### config.mk
export PLATFORM = sky130hd
export DESIGN_NAME = ladrc_div
export DESIGN_NICKNAME = d
export VERILOG_FILES = /design/src/hw/rtl/ladrc_div.sv
export SDC_FILE = /design/constraint.sdc
export NUM_CORES = 1
export LEC_CHECK = 0
export BUFFER_PORTS_ARGS = -buffer_cell sky130_fd_sc_hd__buf_2
export CAP_MARGIN = 15
export CORE_MARGIN = 2
export CORE_UTILIZATION = 59
export DETAILED_ROUTE_END_ITERATION = 10
export PLACE_DENSITY = 0.95
export SLEW_MARGIN = 15
export SYNTH_ARGS = -nofsm -noshare
export SYNTH_HDL_FRONTEND = slang
export SYNTH_SLANG_ARGS = --single-unit
### constraint.sdc
create_clock -name i_clk -period 5.04 [get_ports i_clk]
set_input_delay 0.504 -clock i_clk [delete_from_list [all_inputs] [get_ports i_clk]]
set_output_delay 0.504 -clock i_clk [all_outputs]
set_load 0.02 [all_outputs]
### src/hw/rtl/ladrc_div.sv
// restoring divider, one quotient bit per cycle: 64-bit dividend by 32-bit divisor
// no dependencies
module ladrc_div (
    input  logic        i_clk,
    input  logic        i_rst_n,
    input  logic        i_start,
    input  logic [63:0] i_dividend,
    input  logic [31:0] i_divisor,
    output logic        o_done,
    output logic [63:0] o_quo
);

    logic [31:0] r_rem;
    logic [63:0] r_quo;
    logic [31:0] r_dsr;
    logic [5:0]  r_cnt;
    logic        r_busy;
    logic        r_done;
    logic [32:0] w_trial;
    logic [32:0] w_diff;
    logic        w_ge;

    assign w_trial = {r_rem, r_quo[63]};
    assign w_ge    = w_trial >= {1'b0, r_dsr};
    assign w_diff  = w_trial - {1'b0, r_dsr};

    always_ff @(posedge i_clk) begin
        if (!i_rst_n) begin
            r_busy <= 1'b0;
            r_done <= 1'b0;
            r_cnt  <= 6'd0;
        end else begin
            r_done <= 1'b0;
            if (i_start) begin
                r_busy <= 1'b1;
                r_cnt  <= 6'd0;
            end else if (r_busy) begin
                r_cnt <= r_cnt + 6'd1;
                if (r_cnt == 6'd63) begin
                    r_busy <= 1'b0;
                    r_done <= 1'b1;
                end
            end
        end
    end

    always_ff @(posedge i_clk) begin
        if (i_start) begin
            r_rem <= 32'd0;
            r_quo <= i_dividend;
            r_dsr <= i_divisor;
        end else if (r_busy) begin
            r_rem <= w_ge ? w_diff[31:0] : w_trial[31:0];
            r_quo <= {r_quo[62:0], w_ge};
        end
    end

    assign o_done = r_done;
    assign o_quo  = r_quo;

endmodule

# ---- Yosys cells after proc, flatten, opt, wreduce, memory -nomap -nowiden
# Index checks and enable logic that the tools add are counted.
dict set report op_classes {
  n_reduce_logical 3
  bitwise_logic 2
  multipliers 0
  addsub 2
  n_eq_ne 1
  shifts 0
  order_cmp 1
  muxes 7
  div_mod_pow 0
}
# op count
set ops {}
lappend ops {{64-bit two-way mux} 2}
lappend ops {{33-bit by 32-bit >= comparator with 1-bit output} 1}
lappend ops {{32-bit two-way mux} 1}
lappend ops {{32-bit subtractor} 1}
lappend ops {{6-bit by 1-bit adder with 6-bit output, second input constant} 1}
lappend ops {{6-bit equality test, second input constant} 1}
lappend ops {{1-bit two-way mux} 4}
lappend ops {{3-bit OR reduction} 1}
lappend ops {{1-bit inverter} 2}
lappend ops {{2-bit nonzero test} 1}
lappend ops {{2-bit OR reduction} 1}
dict set report word_totals {
  rom_bits 0
  mem_count 0
  latchBits 0
  register_bits 136
  mem_bits_rw 0
}

# ---- Longest topological paths before layout
dict set report logic_depth {
  word_depth 4
  mapped_depth 13
  mapped_depth_nobuf 11
}

# ---- Worst setup path after synthesis
# No wires, ideal clock.
dict set report synth_timing {
  path_kind {input port to flip-flop}
  start {in i_start}
  end {reg r_quo[0] (netlist: o_quo[0]) (enable)}
  setup_time_ps 423
  setup_slack_ps 2332
  arrival_time_ps 2285
  stages 4
  t_required_ps 4617
  path_buffers 2
  cell_sequence {clkbuf_1 > buf_6 > inv_1 > nand2_1}
}
dict set report synth_via {
  elab_chain_len 1
}
# element line
set synth_lines {}
lappend synth_lines {{start: declaration} 6} ;# input logic i_start,
lappend synth_lines {{2-bit nonzero test (no line)} n/a}
lappend synth_lines {{end signal: assignment} 50} ;# r_quo <= i_dividend;
lappend synth_lines {{end signal: assignment} 54} ;# r_quo <= {r_quo[62:0], w_ge};
lappend synth_lines {{end: declaration} 14} ;# logic [63:0] r_quo;
# No other way between the ends.
# A chain may end at the register's enable or synchronous reset.

# ---- Worst setup path in the final report
dict set report layout_timing {
  start {reg r_rem[5]}
  end {reg r_rem[31]}
}
dict set report layout_via {
  elab_chain_len 2
}
# element line
set layout_lines {}
lappend layout_lines {{start: declaration} 13} ;# logic [31:0] r_rem;
lappend layout_lines {{start signal: assignment} 53} ;# r_rem <= w_ge ? w_diff[31:0] : w_trial[31:0];
lappend layout_lines {{32-bit subtractor or 33-bit by 32-bit >= comparator with 1-bit output (tied branches)} {25, 24}}
lappend layout_lines {{32-bit two-way mux (*)} 53}
# Every way passes the cells marked *; elsewhere a longest branch is shown, timed or not.

==> results.cfg <==
[timing]
slew-limit-headroom_pct = 36.5
max_slew.worst_pin.slew_ns = 0.949
fin_setup_tns_ns = 0
rsz0062_at_grt = no
drv_slew = 0
period_needed_ns = 3.27
finalCritPeriodShare_pct = 64.8
whs_ns = 0.258
hold_violations = 0
fin_skew_ns = 0.00969
fin_ws_ns = 1.78
max_freq_mhz = 306
setup_viol = 0

[global_route]
grt_first_pass_wirelength_um = 28500
grt_max_degree = 76
antenna_found_initial = 0
grt_usage_pct = 27.5
grt_overflow = 0
grt_pass1_vias = 5804

[worst_setup_path]
crit_type = register to register
path_common_cell = a21oi_1
reg2reg_slack_ns = 1.78
cp_slowest_stage_delay_ns = 0.41
path_max_fanout = 17
crit_arrival_ns = 3.60
required_ns = 5.37
path_buf_inv = 1
worst_setup_path_start_kind = register
end_kind = register
critPathSlowestCell = o2111ai_2
critical-path-top-delay-family = compound AO/OA/AOI/OAI gates
path_cells = ha_1 -> a21oi_1 -> o21ai_0 -> a21oi_1 -> o211a_1 -> o2111ai_2 -> buf_4 -> and3_2 -> mux2_4 -> nor4_1

[synth]
synth_top_area_share_pct = 38.8
synth_top_cell_by_area = edfxtp_1
synth_fp_nets = 815
async_flop_share_pct = 0
yosysUniqueCellTypes = 71
seq_area_frac_synth_pct = 49.6
ys.warnings.count = 0
ys_ff_latch = 136
yosys_most_used_dff = edfxtp_1
synth_edf_count = 96
synthCells = 682
synth_area_um2 = 7420
syn_area_per_cell_um2 = 10.9
synth_area_leaders = edfxtp_1 39%, dfxtp_1 11%, mux2_2 9.9%, ha_1 5.6%, nand2_1 3.6%

[placement]
place_ws_ns = 1.80
gp_congestion = 0.897
hpwl_um = 12600
dpl_cell_area_um2 = 8310
io_buffer_count = 163

[floorplanning]
die_x_um = 116
coreArea_um2 = 12200
dieHeight_um = 116
boundaryPins = 164
start_util_pct = 61.0
die-area_um2 = 13500
num_rows = 40

[cts]
clk_pin_slew_worst_paths_ns = 0.06
cts_resized = 0
cts_buffer_depth = 2
cts_made_buffers = 17
tritoncts = done
cts_max_level = 4
root_buffer = clkbuf_16
postCtsSetupBuffers = 0
clock_latency_ns = 0.42
hold_buffers = 0
cts.sinks = 136

[final_layout]
synthToLayoutAreaGrowth_pct = 19.8
fin_area_um2 = 8890
n_antenna_cell = 0
layout_common_cells = 162 x buf_2, 96 x edfxtp_1, 71 x nand2_1
final_nets = 971
drive_gt1_share_pct = 33.5
post-route-util_pct = 73.1
layout_commonest_cell = buf_2

[hold_path]
hold_path.class = primary input to register

[power]
p_per_area_nw_per_um2 = 377
ir_drop_mv = 0.322
total_leakage_power_nw = 3.73

[route]
avgViaCountPerCell = 5.88
drc = 0
drt_iter0_drc = 476
via_count = 5988
drtAntennaViolNets = 0
wirelength_um = 18100
first_pass_iters = 5
avgRoutedWirePerCell_um = 17.7

[run_status]
status = finished clean

[run]
drv_cap = 0
## worst paths after layout
kind | start | endpoint | cells past startpoint
max reg2reg | r_rem[5] | r_rem[31] | 10
max | r_rem[5] | r_rem[31] | 10
min reg2reg | r_rem[16] | r_rem[17] | 2
min | i_divisor[28] | r_dsr[28] | 1
## cell type report
| type | instances | area, um2 |
|---|---|---|
| sequential | 136 | 3680 |
| fill | 858 | 3270 |
| tap | 168 | 210 |
| multi-input combinational | 466 | 3370 |
| clock buffer | 19 | 443 |
| timing repair buffer | 168 | 856 |
| inverter | 49 | 184 |
| clock inverter | 13 | 144 |
## sequential cells by signal (all words and copies together) (netlist names)
name,count
o_done,1
o_quo,64
r_rem,32
r_dsr,32
r_busy,1
r_cnt,6
## per-stage QoR
stage	cells	power [W]
2_1_floorplan	682	0.00192
3_3_place_gp	987	0.00209
3_5_place_dp	987	0.00212
4_1_cts	1019	0.00336
5_1_grt	1019	0.00348
6_report	1019	0.00335
## worst register-to-register path: stages, from the launching register on
cell and delay, ns:
dfxtp_1 0.34, ha_1 0.40, a21oi_1 0.21, o21ai_0 0.15, a21oi_1 0.32, o211a_1 0.28
o2111ai_2 0.41, buf_4 0.36, and3_2 0.23, mux2_4 0.25, nor4_1 0.23
## cell families (layout without fill, tap and decap cells)
family,Yosys count,in the layout,synth area share (%)
XOR/XNOR,22,22,2.60
flip-flops,136,136,49.6
AO/OA/AOI/OAI,147,147,14.2
multiplexers,68,68,10.3
AND/OR/NAND/NOR,195,195,12.5
buffers and inverters,80,249,4.99
adder cells (fa/ha/maj),34,34,5.83
## synth_stat cells, types with 5 or more instances
cell	n
nand3_1	11
and3_1	5
a21o_1	6
mux2_2	65
nand2b_1	6
o21ai_0	21
nor3_1	6
o211ai_1	6
nor3b_1	5
a21oi_1	35
a31oi_1	5
a311oi_1	23
inv_1	49
or3_1	7
o21a_1	6
xor2_1	7
nand2_1	72
edfxtp_1	96
nand4_1	8
dfxtp_1	40
nor2_1	52
ha_1	33
buf_2	8
clkbuf_1	16
xnor2_1	15
## where the power goes
| group | switching, W | internal, W | total (W) |
|---|---|---|---|
| sequential | 0.0000607 | 0.00132 | 0.00138 |
| clock | 0.000492 | 0.000747 | 0.00124 |
| combinational | 0.000436 | 0.000294 | 0.000731 |
## per-layer routing
metal	vias up	share of wire (%)	global-route usage (%)
met4	0	1.6	8.02
met2	270	52	48.4
li1	2836	-	-
met1	2862	39	32.4
met3	20	7.9	8.87
met5	-	0	0
Power figures use the tool's default switching activity.
