===== config.mk =====
export PLATFORM = sky130hd
export DESIGN_NAME = ladrc_mul
export DESIGN_NICKNAME = d
export VERILOG_FILES = /design/src/hw/rtl/ladrc_pkg.sv /design/src/hw/rtl/ladrc_mul.sv
export SDC_FILE = /design/constraint.sdc
export NUM_CORES = 2
export LEC_CHECK = 0
export BUFFER_PORTS_ARGS = -buffer_cell sky130_fd_sc_hd__buf_2
export CORE_MARGIN = 5
export CORE_UTILIZATION = 43
export CTS_BUF_LIST = sky130_fd_sc_hd__clkbuf_2 sky130_fd_sc_hd__clkbuf_4 sky130_fd_sc_hd__clkbuf_8
export CTS_CLUSTER_SIZE = 24
export DETAILED_ROUTE_END_ITERATION = 8
export MAX_ROUTING_LAYER = met4
export SKIP_LAST_GASP = 1
export SYNTH_ARGS = -nofsm -noshare
export SYNTH_HDL_FRONTEND = slang
export SYNTH_SLANG_ARGS = --single-unit

===== constraint.sdc =====
create_clock -name i_clk -period 20.3 [get_ports i_clk]
set_input_delay 4.06 -clock i_clk [delete_from_list [all_inputs] [get_ports i_clk]]
set_output_delay 4.06 -clock i_clk [all_outputs]
set_load 0.02 [all_outputs]

===== src/hw/rtl/ladrc_pkg.sv =====
// shared types, constants and saturation helper for the linear adrc controller
// no dependencies
package ladrc_pkg;

    localparam int unsigned WORD_W = 32;
    localparam int unsigned WIDE_W = 48;
    localparam int unsigned OPND_W = 50;
    localparam int unsigned ADDR_W = 5;

    localparam logic [2:0] REG_SAMPLE_PERIOD = 3'd0;
    localparam logic [2:0] REG_OBS_BW        = 3'd1;
    localparam logic [2:0] REG_CTL_BW        = 3'd2;
    localparam logic [2:0] REG_PLANT_GAIN    = 3'd3;
    localparam logic [2:0] REG_DRIVE_MIN     = 3'd4;
    localparam logic [2:0] REG_DRIVE_MAX     = 3'd5;

    localparam logic [31:0] RST_SAMPLE_PERIOD = 32'd4294967;
    localparam logic [30:0] RST_OBS_BW        = 31'd0;
    localparam logic [30:0] RST_CTL_BW        = 31'd0;
    localparam logic [31:0] RST_PLANT_GAIN    = 32'h0001_0000;
    localparam logic [31:0] RST_DRIVE_MIN     = 32'h8000_0000;
    localparam logic [31:0] RST_DRIVE_MAX     = 32'h7FFF_FFFF;

    localparam logic signed [OPND_W-1:0] S48_MAX = 50'sh0_7FFF_FFFF_FFFF;
    localparam logic signed [OPND_W-1:0] S48_MIN = -50'sh0_8000_0000_0000;

    typedef struct packed {
        logic signed [WORD_W-1:0] measured;
        logic signed [WORD_W-1:0] setpoint;
    } t_in_item;

    typedef struct packed {
        logic signed [WORD_W-1:0] drive;
        logic                     clamped;
    } t_out_item;

    function automatic logic signed [WIDE_W-1:0] sat48(input logic signed [OPND_W-1:0] v);
        logic signed [WIDE_W-1:0] r;
        if (v > S48_MAX) begin
            r = S48_MAX[WIDE_W-1:0];
        end else if (v < S48_MIN) begin
            r = S48_MIN[WIDE_W-1:0];
        end else begin
            r = v[WIDE_W-1:0];
        end
        return r;
    endfunction

    function automatic logic signed [OPND_W-1:0] ext48(input logic signed [WIDE_W-1:0] v);
        return {{(OPND_W-WIDE_W){v[WIDE_W-1]}}, v};
    endfunction

endpackage


===== src/hw/rtl/ladrc_mul.sv =====
// shared multiplier: 48 by 48 bit magnitude product in three 48x16 steps,
// shift right by 16 or 32 with truncation toward zero, saturate to 48 bits
// depends on ladrc_pkg
module ladrc_mul (
    input  logic                                   i_clk,
    input  logic                                   i_rst_n,
    input  logic                                   i_start,
    input  logic signed [ladrc_pkg::OPND_W-1:0]    i_a,
    input  logic signed [ladrc_pkg::OPND_W-1:0]    i_b,
    input  logic                                   i_sh32,
    output logic                                   o_done,
    output logic signed [ladrc_pkg::WIDE_W-1:0]    o_res
);

    logic [ladrc_pkg::OPND_W-1:0] w_ua;
    logic [ladrc_pkg::OPND_W-1:0] w_ub;
    logic [ladrc_pkg::OPND_W-1:0] w_abs_a;
    logic [ladrc_pkg::OPND_W-1:0] w_abs_b;
    logic [47:0] r_ma;
    logic [47:0] r_mb;
    logic        r_neg;
    logic        r_sh32;
    logic [1:0]  r_cnt;
    logic        r_busy;
    logic        r_done;
    logic [95:0] r_acc;
    logic [63:0] w_prod;
    logic [95:0] w_shr;
    logic        w_big;

    assign w_ua    = i_a;
    assign w_ub    = i_b;
    assign w_abs_a = w_ua[ladrc_pkg::OPND_W-1] ? (~w_ua + 50'd1) : w_ua;
    assign w_abs_b = w_ub[ladrc_pkg::OPND_W-1] ? (~w_ub + 50'd1) : w_ub;
    assign w_prod  = r_ma * r_mb[47:32];

    always_ff @(posedge i_clk) begin
        if (!i_rst_n) begin
            r_busy <= 1'b0;
            r_done <= 1'b0;
            r_cnt  <= 2'd0;
        end else begin
            r_done <= 1'b0;
            if (i_start) begin
                r_busy <= 1'b1;
                r_cnt  <= 2'd0;
            end else if (r_busy) begin
                r_cnt <= r_cnt + 2'd1;
                if (r_cnt == 2'd2) begin
                    r_busy <= 1'b0;
                    r_done <= 1'b1;
                end
            end
        end
    end

    always_ff @(posedge i_clk) begin
        if (i_start) begin
            r_ma   <= w_abs_a[47:0];
            r_mb   <= w_abs_b[47:0];
            r_neg  <= i_a[ladrc_pkg::OPND_W-1] ^ i_b[ladrc_pkg::OPND_W-1];
            r_sh32 <= i_sh32;
            r_acc  <= 96'd0;
        end else if (r_busy) begin
            r_acc <= {r_acc[79:0], 16'd0} + {32'd0, w_prod};
            r_mb  <= {r_mb[31:0], 16'd0};
        end
    end

    assign w_shr = r_sh32 ? {32'd0, r_acc[95:32]} : {16'd0, r_acc[95:16]};
    assign w_big = |w_shr[95:48];

    always_comb begin
        if (!r_neg) begin
            o_res = (w_big || w_shr[47]) ? 48'sh7FFF_FFFF_FFFF : w_shr[47:0];
        end else begin
            o_res = (w_big || (w_shr[47] && (|w_shr[46:0]))) ? 48'sh8000_0000_0000
                                                               : (~w_shr[47:0] + 48'd1);
        end
    end

    assign o_done = r_done;

endmodule


* Yosys cells after proc, flatten, opt, wreduce, memory -nomap -nowiden
Cells that the tools add are included.
Operators by class: bitwise gates (word level) 6, $mul 1, mux-type cells 12, reduce and logical (&&, ||, !) cells 8, add/sub/neg operators 5, equality and inequality tests 1
Operators with widths (number):
- 48-bit 2-to-1 mux | 7
- 48-bit by 1-bit adder with 48-bit output (second input constant) | 3
- 48-bit NOT | 3
- 96-bit by 64-bit adder with 96-bit output | 1
- 80-bit 2-to-1 mux | 1
- 48-bit by 16-bit multiplier with 64-bit output | 1
- 48-bit OR reduction | 1
- 47-bit OR reduction | 1
- 1-bit 2-to-1 mux | 4
- 3-bit OR reduction | 1
- 2-bit by 1-bit adder with 2-bit output (second input constant) | 1
- 2-bit equality test (second input constant) | 1
- 1-bit logical OR | 2
- 1-bit NOT | 2
- 2-bit nonzero test | 1
- 2-bit OR reduction | 1
- 1-bit logical AND | 1
- 1-bit bitwise XOR | 1
Storage, ports and cells: input bits 104, logic and storage cells 41, output and inout port bits 49, register bits 198

* Depth between registers and ports, before layout
word-level depth 6, depth in mapped cells 27, depth with buffers taken out 24

* Worst setup path before layout
No wires, ideal clock.
path kind reg-to-output, start point register r_sh32, end point output port o_res[33] (netlist name), slack 11.411 ns, stages on the path, launching flop included 18, data required time 16.240 ns, arrival 4.829 ns, buffers on the path 6, cell sequence edfxtp_1 buf_1 buf_1 clkbuf_1 buf_1 clkbuf_1 mux2i_1 ha_1 o211ai_1 nor3_1 nand3_1 nor2_1 nand2_1 nor3_1 o21a_1 clkbuf_1 o21ai_0 a21oi_1
Between the ends: cells in the longest elaborated chain, start to end 6, elaborated cells between the ends (all ways) 11, those cells by class 1 x add/sub; 4 x mux; 1 x bitwise; 5 x reduce/logical
Ends and longest elaborated chain:
- from (decl) | RTL line ladrc_mul.sv:22 | logic r_sh32;
- from (signal assigned) | RTL line ladrc_mul.sv:62 | r_sh32 <= i_sh32;
- 80-bit 2-to-1 mux (*) | RTL line ladrc_mul.sv:70 | assign w_shr = r_sh32 ? {32'd0, r_acc[95:32]} : {16'd0, r_acc[95:16]};
- parallel branches: the longest is 4 deep, another holds 48-bit by 1-bit adder with 48-bit output
- 48-bit 2-to-1 mux (*) | RTL line ladrc_mul.sv:74 | if (!r_neg) begin
- to (decl) | RTL line ladrc_mul.sv:12 | output logic signed [ladrc_pkg::WIDE_W-1:0] o_res
Every way passes the cells marked *.

* Worst setup path after layout
start point register r_sh32, end point output port o_res[41] (netlist name)
Same word-level chain as after synthesis.

==> results.json <==
{
  "holdBufCountCts": 0,
  "hp-start": "r_acc[94]",
  "grt_pass1_vias": 30300,
  "critical_path_class": "reg -> out",
  "yosys_warnings": 0,
  "start_util_pct": 43.4,
  "nNetsFinal": 5349,
  "rsz0062_at_grt": "no",
  "clkSlewWorstSetupHoldPaths_ps": 150,
  "worstMarginPinSlew_ps": 1290,
  "cts_setup_buffers": 0,
  "synth-seq-area-share_pct": 13.1,
  "wl_per_cell_um": 19.4,
  "min_period_ps": 9640,
  "max_clock_freq_ghz": 0.104,
  "dieArea_mm2": 0.0937,
  "io_buffers": 150,
  "route.detailed.drc": 0,
  "synth_seq_cells": 198,
  "cts_buffer_depth": 2,
  "worstPathRequired_ps": 16240,
  "syn_inst": 4440,
  "fp.dieW_um": 306,
  "synthDistinctLibCells": 79,
  "hold_depth": 2,
  "critPathCaptureType": "output port",
  "hold_class": "reg -> reg",
  "first_pass_iters": 6,
  "coreArea_mm2": 0.0869,
  "final-setup-viol-count": 0,
  "yosys-top-cells-area": "fa_1, inv_1, edfxtp_1",
  "synth.avg_cell_area_um2": 8.49,
  "viasPerCell": 5.35,
  "min_to": "r_acc[94]",
  "setup_tns_ps": 0,
  "boundaryPins": 153,
  "slew_headroom_pct": 14.0,
  "syn_nets": 5390,
  "slew_viol_final": 0,
  "area_growth_pct": 5.27,
  "synth_top_cells_by_count": "inv_1, fa_1, nand2_1",
  "antenna_left": 0,
  "synth_top_area_share_pct": 36.6,
  "synth_ff_type": "dfxtp_1",
  "die_h_um": 306,
  "grt_usage_pct": 24.1,
  "status": "complete, no violations",
  "place.gp.congestion": 0.937,
  "grt_max_degree": 97,
  "hold_viol": 0,
  "rows": 108,
  "rr_worst_depth": 21,
  "r2r_end": "r_acc[77]",
  "netlist_area_mm2": 0.0377,
  "cp_max_fo": 96,
  "root_buffer": "clkbuf_8",
  "finalWirelength_um": 108000,
  "drv_cap": 0,
  "fillers": 8616,
  "yosys.area.top_type": "fa_1",
  "dr.first_iter.drc_count": 2277,
  "cts_buffers": 17,
  "r2r_slack_ps": 11460,
  "route.vias.total": 29800,
  "critPathLaunch": "r_sh32",
  "synth_edf_count": 98,
  "r2r-start": "r_mb[39]",
  "hpwl_um": 83600,
  "grt_pass1_wl_um": 174000,
  "synth_most_common_cell": "inv_1",
  "worst_setup_path_start_kind": "flip-flop",
  "cp.arrival_ps": 5580,
  "fin_crit_sh_pct": 47.5,
  "drive_above_1_share_pct": 5.60,
  "cts-htree-levels": 4,
  "fin_skew_ps": 41.2,
  "gr-total-overflow": 0,
  "grt_antenna_before_repair": 1,
  "cts_resized": 0,
  "cts_tree": "yes",
  "clk-insertion-delay-late_ps": 600,
  "clkSinkCount": 198,
  "synthArstFlopShare_pct": 0
}
## flip-flops by register name, summed over array words and instances (netlist names)
register  flops
r_cnt         2
r_ma         48
r_acc        96
r_sh32        1
o_done        1
r_neg         1
r_busy        1
r_mb         48
## stage by stage
step           utilization (%)  worst slack, ps  cells  cell area (µm²)  hold slack (ps)
2_1_floorplan                -            11410   4440            37700              425
3_3_place_gp              45.2            11350   5535            39200              434
3_5_place_dp              45.2            11300   5535            39200              444
4_1_cts                   45.7            10580   5567            39700              471
5_1_grt                   45.7            10200   5568            39700              509
6_report                  45.7            10660   5568            39700              468
## final cells by class
class                   count  area [µm²]  share of cell area (%)
flip-flops and latches    198        4950                    12.5
inverters                 901        3380                    8.52
multi-input cells        3101       28500                    71.7
clock buffers              17         234                   0.589
repair buffers            180         982                    2.47
diodes                      1        2.50                 0.00630
clock inverters            15         226                   0.571
well taps                1155        1450                    3.64
## worst max-delay path by stage
stage / endpoint / slack, ps / cells after the start
3_3_place_gp: o_res[41] / 11350 / 14
6_report: o_res[41] / 10660 / 14
3_5_place_dp: o_res[41] / 11300 / 14
5_1_grt: o_res[41] / 10200 / 14
2_1_floorplan: o_res[33] / 11410 / 17
4_1_cts: o_res[41] / 10580 / 14
## worst max-delay path: stages (launching register included)
cell      delay (ps)
edfxtp_1         350
buf_4            790
mux2i_1          350
ha_1             260
o211ai_1         210
nor3_1           410
nand3_1          170
nor2_1           360
nand2_1          230
nor3_1           260
o21a_1           600
buf_4            380
o21ai_0          130
a22oi_1          230
buf_2            210
## cell usage in the layout, fill, tap and decap left out, types with 7 or more instances in the layout
| cell | instances |
|---|---|
| a21oi_1 | 170 |
| or4_1 | 22 |
| clkbuf_8 | 17 |
| fa_1 | 690 |
| edfxtp_1 | 98 |
| inv_1 | 898 |
| mux2i_1 | 80 |
| o211ai_1 | 17 |
| a21o_1 | 38 |
| nor2b_1 | 13 |
| nand2_1 | 690 |
| buf_2 | 149 |
| or3_1 | 22 |
| a21boi_0 | 8 |
| and3_1 | 17 |
| and2_1 | 280 |
| nor3_1 | 42 |
| ha_1 | 156 |
| nor4_1 | 27 |
| o31ai_1 | 34 |
| a211oi_1 | 30 |
| nor3b_1 | 15 |
| a22oi_1 | 19 |
| mux2_2 | 7 |
| dfxtp_1 | 99 |
| a31oi_1 | 8 |
| o21a_1 | 17 |
| nand3_1 | 41 |
| buf_4 | 30 |
| o21ai_0 | 148 |
| nor2_1 | 186 |
| o41ai_1 | 15 |
| o22ai_1 | 14 |
| nand4_1 | 20 |
| nand2b_1 | 12 |
| or2_2 | 8 |
| xnor2_1 | 123 |
| xor2_1 | 55 |
| o21bai_1 | 9 |
## per-layer routing
layer	up-vias	share of wire (%)	wire, µm	track usage [%]
met5	-	0	0	-
met4	0	1.8	1910	5.07
met3	103	7.2	7790	4.05
met2	985	45	48700	37.0
met1	15100	46	49400	33.9
li1	13600	-	-	-
## logic make-up (layout without fill, tap and decap cells)
kind of cell / after synthesis / in the layout / synth area share, %
other: 0 / 1 / 0
multiplexers: 88 / 88 / 2.37
AND/OR/NAND/NOR: 1420 / 1420 / 17.8
adder cells (fa/ha/maj): 846 / 846 / 41.8
flip-flops: 198 / 198 / 13.1
AO/OA/AOI/OAI: 569 / 569 / 9.43
buffers and inverters: 1141 / 1113 / 11.4
XOR/XNOR: 178 / 178 / 4.13
Power is left out: the tool's default activity adds up to more than one toggle a clock period on the data nets, which glitch-free logic cannot reach.
